**config.mk**
```make
export PLATFORM = sky130hd
export DESIGN_NAME = motor_position_pi_regulator_unit
export DESIGN_NICKNAME = d
export VERILOG_FILES = /design/src/design/mppr_pkg.sv /design/src/design/mppr_csr.sv /design/src/design/mppr_error_stage.sv /design/src/design/mppr_drive_stage.sv /design/src/design/motor_position_pi_regulator_unit.sv
export SDC_FILE = /design/constraint.sdc
export NUM_CORES = 2
export LEC_CHECK = 0
export ABC_AREA = 1
export BUFFER_PORTS_ARGS = -buffer_cell sky130_fd_sc_hd__buf_2
export CAP_MARGIN = 30
export CORE_ASPECT_RATIO = 0.5
export CORE_UTILIZATION = 35
export CTS_CLUSTER_DIAMETER = 60
export DETAILED_ROUTE_END_ITERATION = 10
export GPL_TIMING_DRIVEN = 0
export PLACE_DENSITY = 0.58
export SLEW_MARGIN = 0
export SYNTH_ARGS = -nofsm -noshare
export SYNTH_HDL_FRONTEND = slang
export SYNTH_HIERARCHICAL = 1
export SYNTH_SLANG_ARGS = --single-unit
```
**constraint.sdc**
```tcl
create_clock -name clock -period 22.6 [get_ports clock]
set_clock_uncertainty 0.05 [all_clocks]
set_input_delay 0 -clock clock [delete_from_list [all_inputs] [get_ports clock]]
set_output_delay 0 -clock clock [all_outputs]
set_load 0.02 [all_outputs]
```
**src/design/mppr_pkg.sv**
```systemverilog
package mppr_pkg;

   // Width of the saturating error accumulator.
   localparam int SUM_WIDTH = 24;

   // Fixed field and datapath widths.
   localparam int POS_WIDTH = 8;
   localparam int ERR_WIDTH = POS_WIDTH + 1;
   localparam int GAIN_WIDTH = 16;
   localparam int SPEED_WIDTH = 8;
   localparam int BAND_WIDTH = 8;
   localparam int FRAC_BITS = 16;
   localparam int P_SHIFT = 8;

   // Signed product widths; gains are unsigned, so they get one extra zero bit.
   localparam int P_RAW_WIDTH = GAIN_WIDTH + 1 + ERR_WIDTH;
   localparam int P_TERM_WIDTH = P_RAW_WIDTH + P_SHIFT;
   localparam int I_TERM_WIDTH = GAIN_WIDTH + 1 + SUM_WIDTH;
   localparam int TOTAL_WIDTH =
      ((P_TERM_WIDTH > I_TERM_WIDTH) ? P_TERM_WIDTH : I_TERM_WIDTH) + 1;

   // Configuration port.
   localparam int PADDR_WIDTH = 4;
   localparam int PDATA_WIDTH = 32;

   typedef enum logic [1:0] {
      REG_KP          = 2'd0,
      REG_KI_T        = 2'd1,
      REG_SPEED_LIMIT = 2'd2,
      REG_DEAD_BAND   = 2'd3
   } reg_index_type;

   // Register reset values.
   localparam logic [GAIN_WIDTH-1:0] KP_RESET = 16'd256;
   localparam logic [GAIN_WIDTH-1:0] KI_T_RESET = 16'd983;
   localparam logic [SPEED_WIDTH-1:0] SPEED_LIMIT_RESET = 8'd100;
   localparam logic [BAND_WIDTH-1:0] DEAD_BAND_RESET = 8'd1;

   typedef struct packed {
      logic signed [POS_WIDTH-1:0] reference;
      logic signed [POS_WIDTH-1:0] position;
   } req_type;

   typedef struct packed {
      logic [SPEED_WIDTH-1:0] speed;
      logic                   direction;
      logic                   clamped;
   } rsp_type;

   typedef struct packed {
      logic [GAIN_WIDTH-1:0]  kp;
      logic [GAIN_WIDTH-1:0]  ki_t;
      logic [SPEED_WIDTH-1:0] speed_limit;
      logic [BAND_WIDTH-1:0]  dead_band;
   } cfg_type;

   // Item passed from the error stage to the drive stage.
   typedef struct packed {
      logic signed [P_TERM_WIDTH-1:0] p_term;
      logic signed [I_TERM_WIDTH-1:0] i_term;
      logic                           direction;
   } term_type;

endpackage

```
**src/design/mppr_csr.sv**
```systemverilog
module mppr_csr (
   input  logic                                clock,
   input  logic                                reset,
   input  logic                                psel,
   input  logic                                penable,
   input  logic                                pwrite,
   input  logic [mppr_pkg::PADDR_WIDTH-1:0]    paddr,
   input  logic [mppr_pkg::PDATA_WIDTH-1:0]    pwdata,
   output logic [mppr_pkg::PDATA_WIDTH-1:0]    prdata,
   output logic                                pready,
   output mppr_pkg::cfg_type                   cfg
);

   mppr_pkg::cfg_type       cfg_ff;
   mppr_pkg::cfg_type       cfg_in;
   mppr_pkg::reg_index_type index;
   logic                    write_en;

   assign index = mppr_pkg::reg_index_type'(paddr[mppr_pkg::PADDR_WIDTH-1:2]);
   assign write_en = psel && penable && pwrite;
   assign pready = 1'b1;
   assign cfg = cfg_ff;

   // Register write decode; upper data bits beyond each register are dropped.
   always_comb begin
      cfg_in = cfg_ff;
      if (write_en) begin
         unique case (index)
            mppr_pkg::REG_KP:          cfg_in.kp = pwdata[mppr_pkg::GAIN_WIDTH-1:0];
            mppr_pkg::REG_KI_T:        cfg_in.ki_t = pwdata[mppr_pkg::GAIN_WIDTH-1:0];
            mppr_pkg::REG_SPEED_LIMIT: cfg_in.speed_limit = pwdata[mppr_pkg::SPEED_WIDTH-1:0];
            mppr_pkg::REG_DEAD_BAND:   cfg_in.dead_band = pwdata[mppr_pkg::BAND_WIDTH-1:0];
            default:                   cfg_in = cfg_ff;
         endcase
      end
   end

   always_ff @(posedge clock) begin
      if (reset) begin
         cfg_ff.kp <= mppr_pkg::KP_RESET;
         cfg_ff.ki_t <= mppr_pkg::KI_T_RESET;
         cfg_ff.speed_limit <= mppr_pkg::SPEED_LIMIT_RESET;
         cfg_ff.dead_band <= mppr_pkg::DEAD_BAND_RESET;
      end else begin
         cfg_ff <= cfg_in;
      end
   end

   // Read data mux.
   always_comb begin
      unique case (index)
         mppr_pkg::REG_KP:
            prdata = mppr_pkg::PDATA_WIDTH'(cfg_ff.kp);
         mppr_pkg::REG_KI_T:
            prdata = mppr_pkg::PDATA_WIDTH'(cfg_ff.ki_t);
         mppr_pkg::REG_SPEED_LIMIT:
            prdata = mppr_pkg::PDATA_WIDTH'(cfg_ff.speed_limit);
         mppr_pkg::REG_DEAD_BAND:
            prdata = mppr_pkg::PDATA_WIDTH'(cfg_ff.dead_band);
         default:
            prdata = '0;
      endcase
   end

endmodule

```
**src/design/mppr_error_stage.sv**
```systemverilog
module mppr_error_stage (
   input  logic                clock,
   input  logic                reset,
   input  mppr_pkg::cfg_type   cfg,
   input  logic                in_valid,
   output logic                in_ready,
   input  mppr_pkg::req_type   in_data,
   output logic                out_valid,
   input  logic                out_ready,
   output mppr_pkg::term_type  out_data
);

   localparam int S = mppr_pkg::SUM_WIDTH;
   localparam logic signed [S-1:0] SUM_MAX = {1'b0, {(S-1){1'b1}}};
   localparam logic signed [S-1:0] SUM_MIN = {1'b1, {(S-1){1'b0}}};

   logic                in_valid_ff;
   logic                in_valid_in;
   mppr_pkg::req_type   in_data_ff;
   mppr_pkg::req_type   in_data_in;
   logic                term_valid_ff;
   logic                term_valid_in;
   mppr_pkg::term_type  term_ff;
   mppr_pkg::term_type  term_in;
   logic signed [S-1:0] error_sum_ff;
   logic signed [S-1:0] error_sum_in;
   logic                last_dir_ff;
   logic                last_dir_in;
   logic                advance;

   logic signed [mppr_pkg::ERR_WIDTH-1:0]   err;
   logic signed [mppr_pkg::ERR_WIDTH-1:0]   neg_err;
   logic [mppr_pkg::BAND_WIDTH-1:0]         abs_err;
   logic signed [S:0]                       sum_wide;
   logic signed [S-1:0]                     sum_next;
   logic signed [mppr_pkg::P_RAW_WIDTH-1:0] p_raw;

   // The input register moves on whenever the term register is free or drains.
   assign advance = in_valid_ff && (!term_valid_ff || out_ready);
   assign in_ready = !in_valid_ff || advance;
   assign out_valid = term_valid_ff;
   assign out_data = term_ff;

   always_comb begin
      in_valid_in = in_ready ? in_valid : in_valid_ff;
      in_data_in = (in_valid && in_ready) ? in_data : in_data_ff;
      term_valid_in = advance || (term_valid_ff && !out_ready);
   end

   // Error, saturating accumulation (cleared when the error is zero), direction and both gain products.
   always_comb begin
      err = {in_data_ff.reference[mppr_pkg::POS_WIDTH-1], in_data_ff.reference}
          - {in_data_ff.position[mppr_pkg::POS_WIDTH-1], in_data_ff.position};
      neg_err = -err;
      abs_err = err[mppr_pkg::ERR_WIDTH-1] ? neg_err[mppr_pkg::BAND_WIDTH-1:0]
                                            : err[mppr_pkg::BAND_WIDTH-1:0];

      sum_wide = {error_sum_ff[S-1], error_sum_ff}
               + {{(S + 1 - mppr_pkg::ERR_WIDTH){err[mppr_pkg::ERR_WIDTH-1]}}, err};
      if (err == '0) begin
         sum_next = '0;
      end else if (sum_wide[S] != sum_wide[S-1]) begin
         sum_next = sum_wide[S] ? SUM_MIN : SUM_MAX;
      end else begin
         sum_next = sum_wide[S-1:0];
      end

      // Outside the deadband the sign of the error picks the direction.
      if (abs_err > cfg.dead_band) begin
         last_dir_in = !err[mppr_pkg::ERR_WIDTH-1];
      end else begin
         last_dir_in = last_dir_ff;
      end

      p_raw = $signed({1'b0, cfg.kp}) * err;
      term_in.p_term = {p_raw, {mppr_pkg::P_SHIFT{1'b0}}};
      term_in.i_term = $signed({1'b0, cfg.ki_t}) * sum_next;
      term_in.direction = last_dir_in;

      error_sum_in = sum_next;
   end

   always_ff @(posedge clock) begin
      if (reset) begin
         in_valid_ff <= 1'b0;
         term_valid_ff <= 1'b0;
         error_sum_ff <= '0;
         last_dir_ff <= 1'b0;
      end else begin
         in_valid_ff <= in_valid_in;
         term_valid_ff <= term_valid_in;
         if (advance) begin
            error_sum_ff <= error_sum_in;
            last_dir_ff <= last_dir_in;
         end
      end
   end

   always_ff @(posedge clock) begin
      in_data_ff <= in_data_in;
      if (advance) begin
         term_ff <= term_in;
      end
   end

endmodule

```
**src/design/mppr_drive_stage.sv**
```systemverilog
module mppr_drive_stage (
   input  logic                clock,
   input  logic                reset,
   input  mppr_pkg::cfg_type   cfg,
   input  logic                in_valid,
   output logic                in_ready,
   input  mppr_pkg::term_type  in_data,
   output logic                out_valid,
   input  logic                out_ready,
   output mppr_pkg::rsp_type   out_data
);

   localparam int T = mppr_pkg::TOTAL_WIDTH;
   localparam int F = mppr_pkg::FRAC_BITS;
   localparam int W = mppr_pkg::SPEED_WIDTH;

   logic               rsp_valid_ff;
   logic               rsp_valid_in;
   mppr_pkg::rsp_type  rsp_ff;
   mppr_pkg::rsp_type  rsp_in;
   logic               load;

   logic signed [T-1:0] total;
   logic signed [T-1:0] neg_total;
   logic [T-1:0]        magnitude;
   logic                over_high;
   logic [W-1:0]        mag_low;

   assign in_ready = !rsp_valid_ff || out_ready;
   assign load = in_valid && in_ready;
   assign out_valid = rsp_valid_ff;
   assign out_data = rsp_ff;

   // Sum the two terms, take the magnitude in whole units and clamp it.
   always_comb begin
      total = T'(in_data.p_term) + T'(in_data.i_term);
      neg_total = -total;
      magnitude = total[T-1] ? neg_total : total;
      over_high = |magnitude[T-1:F+W];
      mag_low = magnitude[F+W-1:F];
      if (over_high || (mag_low > cfg.speed_limit)) begin
         rsp_in.speed = cfg.speed_limit;
         rsp_in.clamped = 1'b1;
      end else begin
         rsp_in.speed = mag_low;
         rsp_in.clamped = 1'b0;
      end
      rsp_in.direction = in_data.direction;
      rsp_valid_in = load || (rsp_valid_ff && !out_ready);
   end

   always_ff @(posedge clock) begin
      if (reset) begin
         rsp_valid_ff <= 1'b0;
      end else begin
         rsp_valid_ff <= rsp_valid_in;
      end
   end

   always_ff @(posedge clock) begin
      if (load) begin
         rsp_ff <= rsp_in;
      end
   end

endmodule

```
**src/design/motor_position_pi_regulator_unit.sv**
```systemverilog
// Channel    Direction  Signals                          Moves
// req        in         req_valid, req_ready, req_data   one control tick item
// rsp        out        rsp_valid, rsp_ready, rsp_data   one speed/direction item
// csr        in/out     psel, penable, pwrite, paddr,    gain and limit registers
//                       pwdata, prdata, pready
//
// An item passes three registers in turn: input, gain terms and result. One item
// is accepted per cycle unless a stall on rsp has filled all three registers.
// The error sum and held direction update as an item leaves the input register.
// Synchronous reset clears the sum, the direction and the registers to defaults.
// A stall on rsp fills the stages in turn; req_ready drops only when all are full.
module motor_position_pi_regulator_unit (
   input  logic                              clock,
   input  logic                              reset,
   input  logic                              req_valid,
   output logic                              req_ready,
   input  mppr_pkg::req_type                 req_data,
   output logic                              rsp_valid,
   input  logic                              rsp_ready,
   output mppr_pkg::rsp_type                 rsp_data,
   input  logic                              psel,
   input  logic                              penable,
   input  logic                              pwrite,
   input  logic [mppr_pkg::PADDR_WIDTH-1:0]  paddr,
   input  logic [mppr_pkg::PDATA_WIDTH-1:0]  pwdata,
   output logic [mppr_pkg::PDATA_WIDTH-1:0]  prdata,
   output logic                              pready
);

   mppr_pkg::cfg_type  cfg;
   mppr_pkg::term_type term;
   logic               term_valid;
   logic               term_ready;

   // Configuration registers.
   mppr_csr u_csr (
      .clock   (clock),
      .reset   (reset),
      .psel    (psel),
      .penable (penable),
      .pwrite  (pwrite),
      .paddr   (paddr),
      .pwdata  (pwdata),
      .prdata  (prdata),
      .pready  (pready),
      .cfg     (cfg)
   );

   // Error, accumulator and gain products.
   mppr_error_stage u_error_stage (
      .clock     (clock),
      .reset     (reset),
      .cfg       (cfg),
      .in_valid  (req_valid),
      .in_ready  (req_ready),
      .in_data   (req_data),
      .out_valid (term_valid),
      .out_ready (term_ready),
      .out_data  (term)
   );

   // Magnitude, clamp and result register.
   mppr_drive_stage u_drive_stage (
      .clock     (clock),
      .reset     (reset),
      .cfg       (cfg),
      .in_valid  (term_valid),
      .in_ready  (term_ready),
      .in_data   (term),
      .out_valid (rsp_valid),
      .out_ready (rsp_ready),
      .out_data  (rsp_data)
   );

endmodule
```
==> metrics.md <==
| Metric | Value |
|---|---|
| Status | `finished with violations` |
| Violated checks | `design-rule violations` |
| Synthesized area | `33200 µm²` |
| Final Cycle Share | `0.500` |
| Worst Path Required | `roughly 23 ns` |
| Reg area | `roughly 4300 µm²` |
| Core area | `between 90000 and 100000 µm²` |
| MaxCap Viol Count | `0` |
| Site Rows | `between 70 and 80` |
| Vias | `just under 30000` |
| CP Launch Type | `register` |
| Die Span Y | `approximately 220 µm` |
| Die width | `between 400 and 500 µm` |
| Synth area leader | `fa_1` |
| CP Capture Type | `register` |
| Hold Path Stages | `2` |
| Clock Sink Count | `170` |
| Largest cells by area after synthesis | `fa_1 29%, nand2_1 12%, inv_1 11%, ha_1 9.8%, edfxtp_1 8.5%` |
| Yosys cell types | `50` |
| HPWL Detailed | `between 90 and 100 mm` |
| Post-cts resize count | `0` |
| Iter 0 DRT Violations | `roughly 2400` |
| Fmax | `88.5 MHz` |
| Worst skew pair latency | `roughly 0.48 ns` |
| Critical Path Max Stage Delay | `0.92 ns` |
| First-pass GRT wire length | `between 150 and 200 mm` |
| Initial Util | `0.355` |
| Hold WC Path Type | `primary input to register` |
| Fin. max-slew vios | `0` |
| Setup TNS | `0 ns` |
| Vias/cell | `4.91` |
| Area of the multi-input gates | `about 24000 µm²` |
| CTS Buffer Depth | `2` |
| Post-synthesis xor/xnor area fraction | `0.0243` |
| Cts bufs inserted | `17` |
| Most frequent cells in the layout | `1099 x nand2_1, 975 x inv_1, 501 x nor2_1, 479 x fa_1, 260 x ha_1` |
| WL per Instance | `around 18 µm` |
| I/O Pins | `104` |
| Simple-Gate Fraction of Synth Area | `0.269` |
| Top Family by Delay on Critical Path | `adder cells` |
| Clk root buf | `clkbuf_16` |
| CP max-delay cell | `fa_1` |
| Hold slack | `0.177 ns` |
| Commonest non-fill, non-tap cell in the layout | `nand2_1` |
| Post-synth ARST share | `0` |
| Initial antenna violation count | `1` |
| Avg Cell Area, Syn | `7.33 µm²` |
| Post-layout min period | `around 11 ns` |
| WP depth | `41` |
| Register bit total from synthesis | `between 150 and 200` |
| Fillers | `between 9000 and 10000` |
| WP data arrival | `about 11 ns` |
| Worst-Margin Slew | `1.07 ns` |
| Pre-antenna DRT Iters | `10` |
| Tot GR Track Use | `0.224` |
| GP Congestion | `0.962` |
| Overall die area | `just under 100000 µm²` |
| Port bufs | `roughly 70` |
| Number of hold violations in the final report | `0` |
| Max_slew headroom | `0.289` |
| RSZ-0062 raised after global routing | `false` |
| Yosys warnings | `6` |
| Mux cell area share after synthesis | `0` |
| Clock H-tree levels | `4` |
| Number of flops mapped to enable cells by yosys | `94` |
| Synth Area in Compound Gates | `0.0537` |
| DRC | `8` |
| Finish-stage setup viols | `0` |
| Post-CTS Setup Inserts | `0` |
| Total Wirelength | `107 mm` |
| Synth Instances | `4528` |
| Main combinational cell family by area after synthesis | `adder cells` |
| Antenna-violating nets left | `0` |
| Buf/Inv on CP | `9` |
| Nets | `5489` |
| Clock transition at path regs | `0.07 ns` |
| Area Growth Syn to Fin | `9.44%` |
| Largest net degree at the start of global routing | `just under 70` |
| Global route overflow | `0` |
| Share of the synthesized area in the top cell type | `0.289` |
| Adder-cell share of the synthesized area | `0.387` |
| Prevailing post-synth register cell | `edfxtp_1` |
| Fin util | `0.389` |
| Vias in the first global route | `~29000` |
| TritonCTS clock tree | `done` |
| CP Max Fanout | `27` |
| Kind of critical path | `register to register` |
| Sequential area share after synthesis | `0.131` |
| Most frequent CP cell | `nand2_1` |
| Share of cells above drive strength 1 | `0.0780` |
| R2r worst-path depth | `between 40 and 50` |
==> cell type report <==
| type | count | area share |
|---|---|---|
| well taps | 1255 | 0.0432 |
| repair buffers | 122 | 0.0249 |
| flip-flops and latches | 170 | 0.120 |
| diodes | 2 | 0.000138 |
| clock inverters | 14 | 0.00368 |
| clock buffers | 18 | 0.0118 |
| multi-input cells | 3256 | 0.673 |
| inverters | 1006 | 0.104 |
| plain buffers | 118 | 0.0200 |
==> sequential cells by signal, indices dropped and copies added (netlist names) <==
signal	cells
u_error_stage/out_data	68
u_csr/cfg	48
u_error_stage/error_sum_ff	24
u_error_stage/in_data_ff	16
u_drive_stage/out_data	10
u_drive_stage/out_valid	1
u_error_stage/in_valid_ff	1
u_error_stage/last_dir_ff	1
u_error_stage/out_valid	1
==> synthesized netlist by cell type, types with 3 or more instances <==
master    instances
a211oi_1          3
a21o_1           12
a21oi_1         153
a21oi_2           7
a22o_1            8
a31oi_1           9
buf_1            12
buf_2            15
buf_4            33
buf_6             4
buf_8             8
clkbuf_1         45
clkinv_1          3
conb_1            3
dfxtp_1          76
edfxtp_1         94
fa_1            479
ha_1            260
inv_1           975
inv_2            27
nand2_1        1099
nand2_2         110
nand2_4          18
nand3_1         222
nand3_2          11
nand3b_1          5
nand4_1          62
nor2_1          501
nor2_2           21
nor2_4            4
nor3_1           22
nor4_1            6
o211ai_1          5
o21a_1            4
o21ai_0          85
o21bai_1         17
o221ai_1          3
xnor2_1          33
xor2_1           59
==> worst reg2reg max path, delay by kind of cell, from the launching register on <==
kind | cells | cell delay (ns)
AOI/OAI and AO/OA | 4 | 0.96
buffers and inverters | 9 | 1.84
and+or+nand+nor | 18 | 2.74
DFF | 1 | 0.39
adders and majority gates | 10 | 5.08
==> cells by family (layout without fill, tap and decap cells) <==
kind of cell,after synthesis,in the layout
other cells,3,27
compound gates,315,315
fa+ha+maj,739,739
simple gates,2085,2085
buf+inv,1124,1278
flops,170,170
xor+xnor,92,92
==> routing by layer <==
metal	vias up	wire, µm	GRT usage
met5	-	0	0
met4	0	2540	0.0592
met3	127	7490	0.0344
met2	978	47000	0.354
met1	14200	49700	0.319
li1	14000	-	-
==> final timing paths <==
check	start	endpoint	slack, ns
setup reg to reg	u_error_stage/in_data_ff[8]	u_error_stage/out_data[41]	11.30
setup / recovery	u_error_stage/in_data_ff[8]	u_error_stage/out_data[41]	11.30
hold / removal	req_data[12]	u_error_stage/in_data_ff[12]	0.18
hold reg to reg	u_error_stage/out_data[0]	u_drive_stage/out_data[1]	0.39
==> metrics by stage <==
step | cells | setup slack, ns | cell area (µm²)
floorplan | 4550 | 13.61 | 33300
finish | 5961 | 11.30 | 36300
global route | 5959 | 10.64 | 36300
detailed placement | 5875 | 11.48 | 35200
CTS | 5959 | 11.43 | 36300
global placement | 5873 | 11.18 | 35200
==> what timing repair did <==
action / 4_1_cts / 5_1_grt
endpoints found under the setup margin: 0 / 0
hold buffers: 52 / 0
endpoints found under the hold margin: 73 / 0
Power is left out: the tool's default activity adds up to more than one toggle a clock period on the data nets, which glitch-free logic cannot reach.
